`src/design/bhpq_pkg.sv`:
```
// Shared types and constants for the binary heap priority queue.
// Used by bhpq_cell and binary_heap_priority_queue_core; no dependencies.
`default_nettype none

package bhpq_pkg;

	localparam int BHPQ_CAPACITY   = 1024;
	localparam int BHPQ_DATA_WIDTH = 32;

	typedef enum logic {
		REQ_PUSH = 1'b0,
		REQ_POP  = 1'b1
	} req_t;

	typedef enum logic [1:0] {
		STAT_DONE  = 2'd0,
		STAT_EMPTY = 2'd1,
		STAT_FULL  = 2'd2
	} stat_t;

	// neighbor link: a traveling sift token or a fill value for a held slot
	typedef struct packed {
		logic tok;
		logic fill;
	} lnk_t;

	// sequencer command to one level cell
	typedef struct packed {
		logic start;
		logic up;
		logic rd;
	} ctl_t;

	typedef struct packed {
		logic busy;
		logic reading;
	} cst_t;

	// rows of sibling pairs needed at one tree level
	function automatic int level_rows(input int level, input int capacity);
		int first;
		int span;
		int avail;
		first = (1 << level) - 1;
		span  = 1 << level;
		avail = capacity - first;
		if (avail > span) begin
			avail = span;
		end
		return (avail + 1) / 2;
	endfunction

endpackage

`default_nettype wire

```
`src/design/bhpq_ram.sv`:
```
// Generic single-port-write, single-port-read RAM with registered read data.
// No dependencies.
`default_nettype none

module bhpq_ram #(
	parameter int WIDTH = 64,
	parameter int DEPTH = 16,
	localparam int AW = (DEPTH > 1) ? $clog2(DEPTH) : 1
) (
	input  logic             clk,
	input  logic             we,
	input  logic [AW-1:0]    waddr,
	input  logic [WIDTH-1:0] wdata,
	input  logic             re,
	input  logic [AW-1:0]    raddr,
	output logic [WIDTH-1:0] rdata
);

	logic [WIDTH-1:0] mem_q [DEPTH];
	logic [WIDTH-1:0] rdata_q;

	always_ff @(posedge clk) begin
		if (we) begin
			mem_q[waddr] <= wdata;
		end
		if (re) begin
			rdata_q <= mem_q[raddr];
		end
	end

	assign rdata = rdata_q;

endmodule

`default_nettype wire

```
`src/design/bhpq_cell.sv`:
```
// One tree level of the heap: a RAM of sibling pairs plus the sift step logic.
// Depends on bhpq_pkg and bhpq_ram.
`default_nettype none

module bhpq_cell #(
	parameter int DW     = 32,
	parameter int LEVELS = 11,
	parameter int LEVEL  = 0,
	parameter int ROWS   = 1
) (
	input  logic                 clk,
	input  logic                 arst_n,
	input  logic                 order,
	input  logic [LEVELS-1:0]    fill_cnt,
	input  bhpq_pkg::ctl_t       ctl,
	input  logic [DW-1:0]        ctl_value,
	input  logic [LEVELS-2:0]    ctl_idx,
	input  bhpq_pkg::lnk_t       from_up,
	input  logic [DW-1:0]        from_up_value,
	input  logic [LEVELS-2:0]    from_up_idx,
	input  bhpq_pkg::lnk_t       from_dn,
	input  logic [DW-1:0]        from_dn_value,
	input  logic [LEVELS-2:0]    from_dn_idx,
	output bhpq_pkg::lnk_t       to_up,
	output logic [DW-1:0]        to_up_value,
	output logic [LEVELS-2:0]    to_up_idx,
	output bhpq_pkg::lnk_t       to_dn,
	output logic [DW-1:0]        to_dn_value,
	output logic [LEVELS-2:0]    to_dn_idx,
	output logic [2*DW-1:0]      rdata,
	output bhpq_pkg::cst_t       stat
);
	import bhpq_pkg::*;

	localparam int IW = LEVELS - 1;
	localparam int CW = LEVELS;
	localparam int AW = (ROWS > 1) ? $clog2(ROWS) : 1;
	localparam logic [CW-1:0] BASE = CW'((1 << LEVEL) - 1);

	typedef enum logic [1:0] {
		S_IDLE,
		S_READ,
		S_HOLD
	} state_t;

	typedef enum logic [1:0] {
		M_START_UP,
		M_START_DN,
		M_FROM_UP,
		M_FROM_DN
	} mode_t;

	state_t          state_q;
	mode_t           mode_q;
	logic [DW-1:0]   v_q;
	logic [IW-1:0]   k_q;
	logic [IW-1:0]   hole_q;
	logic [2*DW-1:0] row_q;
	lnk_t            to_up_q;
	logic [DW-1:0]   to_up_value_q;
	logic [IW-1:0]   to_up_idx_q;
	lnk_t            to_dn_q;
	logic [DW-1:0]   to_dn_value_q;
	logic [IW-1:0]   to_dn_idx_q;

	logic [IW-1:0]   rd_row;
	logic            re;
	logic [DW-1:0]   left;
	logic [DW-1:0]   right;
	logic [CW-1:0]   glob_left;
	logic [CW-1:0]   glob_right;
	logic            left_ok;
	logic            sel_r;
	logic [DW-1:0]   best;
	logic            dn_win;
	logic [IW:0]     child_ext;
	logic [IW:0]     k_ext;
	logic            par_sel;
	logic [DW-1:0]   par;
	logic            up_win;
	logic            wr_hold;
	logic            wr_root;
	logic [DW-1:0]   fill_val;
	logic [IW-1:0]   hole_row;
	logic            we;
	logic [AW-1:0]   waddr;
	logic [2*DW-1:0] wdata;

	function automatic logic above(input logic [DW-1:0] a, input logic [DW-1:0] b,
		input logic ord);
		return ord ? ($signed(a) > $signed(b)) : ($signed(a) < $signed(b));
	endfunction

	// row address: own slot on start/direct read, children pair from above,
	// parent pair from below
	always_comb begin
		priority if (ctl.start || ctl.rd) begin
			rd_row = ctl_idx >> 1;
		end else if (from_up.tok) begin
			rd_row = from_up_idx;
		end else begin
			rd_row = from_dn_idx >> 2;
		end
	end

	assign re = ctl.start | ctl.rd | from_up.tok | from_dn.tok;

	assign left       = rdata[DW-1:0];
	assign right      = rdata[2*DW-1:DW];
	assign glob_left  = BASE + {k_q, 1'b0};
	assign glob_right = glob_left + CW'(1);
	assign left_ok    = glob_left < fill_cnt;
	assign sel_r      = (glob_right < fill_cnt) && above(right, left, order);
	assign best       = sel_r ? right : left;
	assign dn_win     = left_ok && above(best, v_q, order);
	assign child_ext  = {k_q, sel_r};

	assign k_ext   = {1'b0, k_q};
	assign par_sel = k_ext[1];
	assign par     = par_sel ? right : left;
	assign up_win  = above(v_q, par, order);

	assign wr_hold  = (state_q == S_HOLD) && (from_up.fill || from_dn.fill);
	assign wr_root  = (state_q == S_READ) && (LEVEL == 0) &&
		((mode_q == M_START_UP) || ((mode_q == M_FROM_DN) && up_win));
	assign fill_val = from_up.fill ? from_up_value : from_dn_value;
	assign hole_row = hole_q >> 1;
	assign we       = wr_hold | wr_root;

	always_comb begin
		if (wr_hold) begin
			waddr = hole_row[AW-1:0];
			wdata = hole_q[0] ? {fill_val, row_q[DW-1:0]} : {row_q[2*DW-1:DW], fill_val};
		end else begin
			waddr = '0;
			wdata = {rdata[2*DW-1:DW], v_q};
		end
	end

	bhpq_ram #(
		.WIDTH (2 * DW),
		.DEPTH (ROWS)
	) u_ram (
		.clk   (clk),
		.we    (we),
		.waddr (waddr),
		.wdata (wdata),
		.re    (re),
		.raddr (rd_row[AW-1:0]),
		.rdata (rdata)
	);

	always_ff @(posedge clk or negedge arst_n) begin
		if (!arst_n) begin
			state_q       <= S_IDLE;
			mode_q        <= M_START_UP;
			v_q           <= '0;
			k_q           <= '0;
			hole_q        <= '0;
			row_q         <= '0;
			to_up_q       <= '0;
			to_up_value_q <= '0;
			to_up_idx_q   <= '0;
			to_dn_q       <= '0;
			to_dn_value_q <= '0;
			to_dn_idx_q   <= '0;
		end else begin
			to_up_q <= '0;
			to_dn_q <= '0;
			unique case (state_q)
				S_IDLE: begin
					priority if (ctl.start) begin
						state_q <= S_READ;
						mode_q  <= ctl.up ? M_START_UP : M_START_DN;
						v_q     <= ctl_value;
						k_q     <= ctl_idx;
					end else if (from_up.tok) begin
						state_q <= S_READ;
						mode_q  <= M_FROM_UP;
						v_q     <= from_up_value;
						k_q     <= from_up_idx;
					end else if (from_dn.tok) begin
						state_q <= S_READ;
						mode_q  <= M_FROM_DN;
						v_q     <= from_dn_value;
						k_q     <= from_dn_idx;
					end
				end
				S_READ: begin
					unique case (mode_q)
						M_START_UP: begin
							if (LEVEL == 0) begin
								state_q <= S_IDLE;
							end else begin
								state_q       <= S_HOLD;
								row_q         <= rdata;
								hole_q        <= k_q;
								to_up_q.tok   <= 1'b1;
								to_up_value_q <= v_q;
								to_up_idx_q   <= k_q;
							end
						end
						M_START_DN: begin
							state_q       <= S_HOLD;
							row_q         <= rdata;
							hole_q        <= k_q;
							to_dn_q.tok   <= 1'b1;
							to_dn_value_q <= v_q;
							to_dn_idx_q   <= k_q;
						end
						M_FROM_UP: begin
							to_up_q.fill <= 1'b1;
							if (dn_win) begin
								to_up_value_q <= best;
								state_q       <= S_HOLD;
								row_q         <= rdata;
								hole_q        <= child_ext[IW-1:0];
								to_dn_q.tok   <= 1'b1;
								to_dn_value_q <= v_q;
								to_dn_idx_q   <= child_ext[IW-1:0];
							end else begin
								to_up_value_q <= v_q;
								state_q       <= S_IDLE;
							end
						end
						M_FROM_DN: begin
							to_dn_q.fill <= 1'b1;
							if (up_win) begin
								to_dn_value_q <= par;
								if (LEVEL == 0) begin
									state_q <= S_IDLE;
								end else begin
									state_q       <= S_HOLD;
									row_q         <= rdata;
									hole_q        <= k_ext[IW:1];
									to_up_q.tok   <= 1'b1;
									to_up_value_q <= v_q;
									to_up_idx_q   <= k_ext[IW:1];
								end
							end else begin
								to_dn_value_q <= v_q;
								state_q       <= S_IDLE;
							end
						end
						default: state_q <= S_IDLE;
					endcase
				end
				S_HOLD: begin
					if (from_up.fill || from_dn.fill) begin
						state_q <= S_IDLE;
					end
				end
				default: state_q <= S_IDLE;
			endcase
		end
	end

	assign to_up       = to_up_q;
	assign to_up_value = to_up_value_q;
	assign to_up_idx   = to_up_idx_q;
	assign to_dn       = to_dn_q;
	assign to_dn_value = to_dn_value_q;
	assign to_dn_idx   = to_dn_idx_q;

	assign stat.busy    = (state_q != S_IDLE) || to_up_q.tok || to_up_q.fill ||
		to_dn_q.tok || to_dn_q.fill;
	assign stat.reading = (state_q == S_READ);

endmodule

`default_nettype wire
```
`config.mk`:
```
export PLATFORM = sky130hd
export DESIGN_NAME = bhpq_cell
export DESIGN_NICKNAME = d
export VERILOG_FILES = /design/src/design/bhpq_pkg.sv /design/src/design/bhpq_ram.sv /design/src/design/bhpq_cell.sv
export SDC_FILE = /design/constraint.sdc
export NUM_CORES = 1
export LEC_CHECK = 0
export BUFFER_PORTS_ARGS = -buffer_cell sky130_fd_sc_hd__buf_2
export CAP_MARGIN = 25
export CORE_MARGIN = 2
export CORE_UTILIZATION = 45
export CTS_CLUSTER_SIZE = 16
export DETAILED_ROUTE_END_ITERATION = 10
export PLACE_DENSITY_LB_ADDON = 0.1
export REMOVE_ABC_BUFFERS = 1
export SYNTH_ARGS = -nofsm -noshare
export SYNTH_HDL_FRONTEND = slang
export SYNTH_HIERARCHICAL = 1
export SYNTH_SLANG_ARGS = --single-unit
```
`constraint.sdc`:
```
create_clock -name clk -period 5.65 [get_ports clk]
set_input_delay 0.565 -clock clk [delete_from_list [all_inputs] [get_ports clk]]
set_output_delay 0.565 -clock clk [all_outputs]
set_load 0.02 [all_outputs]
```
==> results by group <==
Run status
  – Outcome: finished, final reports clean

Clocking
  – CTS Sinks: 315
  – Hold buffer count at cts: 0
  – Cts bufs inserted: 37
  – Clk Latency, worst-skew pair: 0.52 ns
  – # H-tree levels: 2
  – Root buffer cell: clkbuf_16
  – CTS tree: yes
  – Max Root-Sink Buffers: 3
  – Clock Pin Slew Worst Setup and Hold Paths: 0.06 ns

Timing
  – Clk_skew: 0.0184 ns
  – RSZ-0062 raised after global routing: true
  – Rel. slew slack: 31.1%
  – Max Fclk: 0.180 GHz
  – Finish-stage setup viols: 0
  – Max Slew Vio Count: 0
  – Final Hold Viols: 0
  – Tcrit/Tclk final: 98.4%
  – Hold Slack: 0.0535 ns
  – Tmin final: 5.56 ns
  – Slew @ Worst Pin: 1.03 ns

Power and ir drop
  – Pwr per Cell Area: 711 nW/um2
  – Clock power frac: 14.9%
  – Switching share of total power: 43.0%
  – Net Sw Power: 6.67 mW
  – Pint: 8.85 mW
  – Flop pwr share: 29.4%
  – Worst vdd ir: 0.355 mV
  – P_leak: 10.1 nW
  – Gate power share: 55.7%

Finish
  – Layout area overhead: 25.0%
  – Share of cells above drive strength 1: 27.8%
  – Final #Nets: 2340
  – Final std cells w/o fill: 2626
  – Most frequent cells in the layout: 286 x buf_2, 251 x nand2_1, 185 x dfrtp_1
  – Leading cell type in the layout, fill and taps excluded: buf_2

Drt
  – Final wirelength: 53800 um
  – Routed vias: 14300
  – Via density: 5.45
  – Antenna-violating nets left: 0
  – Initial detailed-routing violation count: 965
  – Drt drc: 0
  – TritonRoute pass-1 iters: 5
  – WL/cell: 20.5 um

Floorplanning
  – I/O pins: 301
  – Core Area: 38500 um2
  – Rows: 72
  – Die width: 201 um
  – Initial core utilization: 45.4%
  – Die extent in y: 201 um
  – Die Area: 40400 um2

Worst setup path
  – Critical path's slowest cell: a311oi_4
  – Reg-to-Reg Start: u_ram/rdata[9]
  – CP max FO: 6
  – CP Data Required Time: 6.04 ns
  – Crit path DAT: 5.95 ns
  – R2r setup slk: 0.09 ns
  – R2R depth: 25
  – Worst Path Buf+Inv: 6
  – Top Family by Delay on Critical Path: compound AO/OA/AOI/OAI gates
  – Worst reg2reg endpoint: to_dn_value[28]
  – Startpoint types: register
  – Setup crit end kind: register
  – Critical Setup Path Class: register to register
  – CP max stage delay: 0.42 ns

GRT
  – Largest net degree at the start of global routing: 115
  – Total grt overflow: 0
  – Overall routing resource usage: 25.2%
  – First-pass GRT wire length: 79600 um
  – Number of global-route vias before repair: 13900
  – Antenna violations before repair: 1

Logic synthesis
  – Mean Syn Cell Area: 10.1 um2
  – Synth Instances: 1735
  – Synth warn: 6
  – Post-Syn Area: 17500 um2

Placement
  – Placed insts: 2522
  – IO buf count: 289
  – Final Wtd Congestion: 0.895
  – Post-detail-place hpwl: 36100 um

Job
  – Max Cap Viol: 0

Min path
  – Hold Crit Class: primary input to async pin
-- repair_timing --
action,CTS,global route
pin swaps,0,20
resized for setup,3,50
setup buffers,1,27
setup endpoints to repair,104,129
endpoints found under the hold margin,0,0
gates cloned,0,9
-- flip-flops by register name, summed over array words and instances (netlist names) --
name / flops
to_up_value: 32
v_q: 32
to_dn_value: 32
u_ram/rdata: 64
to_dn: 2
mode_q: 2
hole_q: 1
k_q: 10
to_dn_idx: 9
row_q: 64
to_up: 1
state_q: 2
u_ram/mem_q: 64
-- power groups by stage --
stage	clock, mW	sequential [mW]	combinational (mW)
after floorplan	0	5.03	4.27
after global placement	0	4.57	7.50
after detailed placement	0	4.59	7.64
after CTS	2.35	4.56	7.71
after global routing	2.45	4.69	9.44
final	2.32	4.56	8.64
-- metrics by stage --
step / setup WS, ns / power, mW / util, % / instance area (um2) / setup TNS, ns
floorplan: -5.27 / 9.30 / - / 16900 / -656.46
global placement: -0.131 / 12.1 / 51.7 / 19900 / -7.15
detailed placement: -0.181 / 12.2 / 51.7 / 19900 / -10.93
CTS: 0.0285 / 14.6 / 54.8 / 21100 / 0
global route: -0.110 / 16.6 / 56.7 / 21800 / -5.77
finish: 0.0921 / 15.5 / 56.7 / 21800 / 0
-- per-layer routing --
| layer | routed length (um) | GRT usage, % | vias up | part of all wire [%] |
|---|---|---|---|---|
| met5 | 0 | 0 | - | 0 |
| met4 | 1420 | 6.69 | 0 | 2.6 |
| met3 | 2990 | 3.17 | 87 | 5.6 |
| met2 | 25700 | 42.4 | 474 | 48 |
| met1 | 23700 | 34.5 | 6896 | 44 |
| li1 | - | - | 6857 | - |
-- layout make-up --
cell class,count,area [um2]
Antenna cell,1,2.50
Clock buffer,53,1020
Sequential cell,315,8530
Fill cell,3380,16600
Tap cell,518,648
Multi-Input combinational cell,1233,8450
Inverter,84,315
Clock inverter,12,131
Timing Repair Buffer,410,2730
-- how the worst max path moves through the flow --
stage | start | cells after the start | slack, ns | endpoint
after global placement | u_ram/rdata[46] | 20 | -0.13 | to_dn_value[28]
after global routing | u_ram/rdata[38] | 22 | -0.11 | to_dn_value[28]
after detailed placement | u_ram/rdata[46] | 21 | -0.18 | to_dn_value[16]
final | u_ram/rdata[9] | 25 | 0.09 | to_dn_value[28]
after floorplan | k_q[1] | 17 | -5.27 | hole_q[0]
after CTS | u_ram/rdata[45] | 21 | 0.03 | to_dn_value[30]
No activity file was read; power rests on OpenSTA's default activity.
